===== src/rtl/core/spte_ram.sv =====
module spte_ram #(
    parameter int WIDTH = 8,
    parameter int DEPTH = 256
) (
    input  logic                     clk,
    input  logic                     we,
    input  logic [$clog2(DEPTH)-1:0] waddr,
    input  logic [WIDTH-1:0]         wdata,
    input  logic [$clog2(DEPTH)-1:0] raddr,
    output logic [WIDTH-1:0]         rdata
);

    logic [WIDTH-1:0] mem [DEPTH];

    always_ff @(posedge clk)
    begin
        if (we)
        begin
            mem[waddr] <= wdata;
        end
        rdata <= mem[raddr];
    end

endmodule


===== config.mk =====
export PLATFORM = sky130hd
export DESIGN_NAME = spte_ram
export DESIGN_NICKNAME = d
export VERILOG_FILES = /design/src/rtl/core/spte_ram.sv
export SDC_FILE = /design/constraint.sdc
export NUM_CORES = 2
export LEC_CHECK = 0
export ABC_CLOCK_PERIOD_IN_PS = 2100
export BUFFER_PORTS_ARGS = -buffer_cell sky130_fd_sc_hd__buf_4
export CORE_MARGIN = 5
export CORE_UTILIZATION = 45
export CTS_CLUSTER_DIAMETER = 120
export DETAILED_ROUTE_END_ITERATION = 8
export PLACE_DENSITY = 0.61
export SETUP_SLACK_MARGIN = 0.05
export SKIP_LAST_GASP = 1
export SLEW_MARGIN = 20
export SYNTH_ARGS = -nofsm -noshare
export SYNTH_HDL_FRONTEND = slang
export SYNTH_SLANG_ARGS = --single-unit

===== constraint.sdc =====
create_clock -name clk -period 2.1 [get_ports clk]
set_input_delay 0.105 -clock clk [delete_from_list [all_inputs] [get_ports clk]]
set_output_delay 0.105 -clock clk [all_outputs]
set_load 0.1 [all_outputs]

* Word level (Yosys, flattened, before mapping)
Memory sizes are Yosys's and may differ from the RTL's. A register that Yosys moved wholly into a read port is not among the register bits.
Index checks and enable logic that the tools add are counted.
Widths: inputs -> output; s select.
** Storage, ports and cells
- Flip-flop bits (word level) :: 0
- Bits in writable memories :: 2048
- Bits of input ports :: 26
- Output and inout bits :: 8
- Logic and storage cells :: 3
- Memories kept :: 1
** Memory list
- mem :: depth 256, width 8, rd ports 1, clocked after Yosys merged registers in 1, write ports 1, RTL line 13 : logic [WIDTH-1:0] mem [DEPTH];
** Operators by class
- Mux-type cells :: 2
** Operators by type and width (count)
- $mux 1 :: 2

* Logic depth before layout (Yosys ltp)
- Depth in word-level cells :: 2
- Depth in mapped cells :: 11
- Gate-level depth less buffers :: 6

* Least setup slack after synthesis
OpenSTA, ideal clock, no wires.
- Path kind :: input to register
- Start point :: in raddr[0]
- End point :: reg rdata[2], read port of mem
- Setup time :: 0.131 ns
- Arrival time :: 1.912 ns
- Data required time :: 1.969 ns
- Path slack :: 0.057 ns
- Stages :: 9
- Path buffers :: 4
- Cells stage by stage :: buf_6 -> buf_12 -> buf_8 -> buf_2 -> mux4_2 -> a22oi_1 -> a21oi_1 -> nor4_1 -> nor4_2
** RTL lines
- start: declaration :: RTL line 9 : input logic [$clog2(DEPTH)-1:0] raddr,
- end: declaration :: RTL line 10 : output logic [WIDTH-1:0] rdata

==> flow_metrics.env <==
export IMPL_cp_start_kind="flip-flop"
export IMPL_crit_required_ns=2.80
export IMPL_cts_sinks=2056
export IMPL_grt_overflow_total=0
export IMPL_io_buffers=33
export IMPL_synth_edff_count=2048
export IMPL_slew_violations=0
export IMPL_layout_nets=4532
export IMPL_insertion_delay_ns=0.82
export IMPL_cts_buffers=203
export IMPL_placed_cells=6629
export IMPL_htreeDepth=4
export IMPL_hold_ws_ns=0.07670
export IMPL_endpoint_kind="flip-flop"
export IMPL_setup_slack_ns=-0.2437
export IMPL_drt_iter0_drc=4575
export IMPL_cts_root_buf="clkbuf_16"
export IMPL_crit_fanout=1
export IMPL_grt_pass1_vias=41600
export IMPL_ys_ff_latch=2056
export IMPL_drv_cap=0
export IMPL_antenna_found_initial=2
export IMPL_ios=34
export IMPL_synth_nets=3759
export IMPL_setup_worst_path_class="flip-flop to flip-flop"
export IMPL_skew_ns=0.04239
export IMPL_synth_area_leaders="edfxtp_1 77%, mux4_2 13%, mux2i_1 1.7%"
export IMPL_final_area_sq_um=95220
export IMPL_leakagePower_nw=30.93
export IMPL_gp_congestion=0.8864
export IMPL_vias=41220
export IMPL_finalSetupViolations=6
export IMPL_switching_power_mw=18.43
export IMPL_clk_path_buf_depth=3
export IMPL_post_route_min_period_ns=2.344
export IMPL_synth_top_area_share=0.7730
export IMPL_hp_class="primary input to flip-flop"
export IMPL_clkTransAtPathRegs_ns=0.06
export IMPL_seq_power_share=0.527
export IMPL_violations="negative setup slack"
export IMPL_p_per_area_nw_per_um2=902.3
export IMPL_slew_limit_headroom=0.3643
export IMPL_period_share=1.116
export IMPL_rows=154
export IMPL_grt_busiest_layer="met2"
export IMPL_async_flop_share=0
export IMPL_p_sw_frac=0.2145
export IMPL_yosys_area_top_type="edfxtp_1"
export IMPL_grt_max_degree=95
export IMPL_routed_via_density=5.877
export IMPL_drc=0
export IMPL_postSynth_topFlopCell="edfxtp_1"
export IMPL_wire_per_inst_um=29.51
export IMPL_ys_seq_area_frac=0.7750
export IMPL_die_area_sq_um=185300
export IMPL_ys_types=55
export IMPL_fin_cells=7014
export IMPL_drt_pass1_iter_count=6
export IMPL_syn_area_sq_um=79560
export IMPL_core_sq_um=175900
export IMPL_grt_util_met3=0.04095
export IMPL_clkPwrFrac=0.411
export IMPL_post_cts_buffers=0
export IMPL_die_h_um=430.5
export IMPL_drive_gt1_frac=0.3439
export IMPL_fmax_mhz=426.7
export IMPL_hpwl_um=135200
export IMPL_status="finished, violations left"
export IMPL_ant_nets=0
export IMPL_met2_usage=0.3512
export IMPL_yosysWarnings=0
export IMPL_drt_wl_total_um=207000
export IMPL_grt_usage=0.2226
export IMPL_placed_area_sq_um=88130
export IMPL_grt_setup_unrepaired="true"
export IMPL_crit_arrival_ns=3.05
export IMPL_syn2layout_area_growth_pct=19.69
export IMPL_cts_tree="done"
export IMPL_syn_area_per_cell_sq_um=21.31
export IMPL_syn_inst=3733
export IMPL_tightest_slew_ns=0.9536
export IMPL_ir_worst_vdd_mv=0.6974
export IMPL_use_met1=0.3209
export IMPL_hold_viol_final=0
export IMPL_grt_pass1_wl_um=299100
export IMPL_p_comb_frac=0.062
export IMPL_initial_core_util=0.4522
export IMPL_internal_power_mw=67.49
export IMPL_die_w_um=430.5
power groups by stage:
stage,Combinational [mW],Sequential (mW),Clock (mW)
2_1_floorplan,2.20,46.4,0
3_3_place_gp,5.10,46.2,0
3_5_place_dp,5.15,46.2,0
4_1_cts,5.29,45.3,35.9
5_1_grt,5.57,45.3,37.8
6_report,5.30,45.3,35.3
placed cells by master (no fill, tap or decap), drive strengths merged, types with 34 or more instances in the layout:
master and count:
edfxtp 2048, mux2i 134, buf 787, nor2 282, nand3 34, o221ai 47, clkinv 92, mux4 456
clkbuf 253, a21oi 96, a22oi 133
kinds of logic after synthesis:
group | synth area share
simple gates | 0.02628
flops | 0.7750
compound gates | 0.03419
mux | 0.1462
buf+inv | 0.01831
flip-flops by register name (all words and copies together), names as in the netlist:
name	flops
mem	2048
rdata	8
final timing paths:
path | slack (ns) | end | startpoint | depth (start not counted)
setup / recovery | -0.24 | rdata[3] | mem[80][3] | 7
hold / removal | 0.08 | mem[254][2] | waddr[7] | 4
setup reg to reg | -0.24 | rdata[3] | mem[80][3] | 7
hold reg to reg | 1.03 | rdata[7] | mem[102][7] | 5
final cells by class:
class,count,area [sq um]
inverters,2,7.507
flip-flops and latches,2056,61660
diodes,4,10.01
fillers,13410,80700
clock inverters,116,1094
multi-input cells,1442,16980
repair buffers,801,7177
clock buffers,253,5363
well taps,2340,2928
Yosys cell counts, drive strengths merged, types with 10 or more instances:
master  count
nor4       27
a221oi     14
nor3       22
nor2      282
o21ai      12
nand3      34
o211ai     10
nand4      10
a211oi     16
edfxtp   2048
nand2      33
a22oi     133
a21oi      96
clkbuf    111
o221ai     47
nor2b      31
mux2i     134
buf       122
mux4      456
o22ai      28
through the flow:
stage / setup TNS, ns / power [mW] / worst slack [ns] / util
CTS: -1.046 / 86.52 / -0.2247 / 0.5404
floorplan: 0 / 48.56 / 0.05706 / -
finish: -0.8622 / 85.92 / -0.2437 / 0.5413
detailed placement: -7.212 / 51.34 / -1.190 / 0.5010
global placement: -7.356 / 51.29 / -1.309 / 0.5009
global route: -1.276 / 88.63 / -0.2675 / 0.5412
routing by layer:
metal,part of all wire,up-vias,routed length [um]
met3,0.083,292,17090
met2,0.48,1737,99170
met5,0,-,0
li1,-,17260,-
met1,0.41,21930,84800
met4,0.029,0,5951
worst max-delay path, cell delays in order, from the launching register on:
cell	delay, ns
edfxtp_1	0.37
mux4_2	0.45
a22o_1	0.30
a221oi_2	0.23
buf_4	0.23
o32ai_4	0.17
nor3_4	0.36
nor4_2	0.09
timing repair:
action	CTS	global route
hold buffers	14	0
resized for setup	60	27
hold endpoints to repair	922	0
setup endpoints to repair	8	8
pin swaps	37	11
Power figures use the tool's default switching activity.
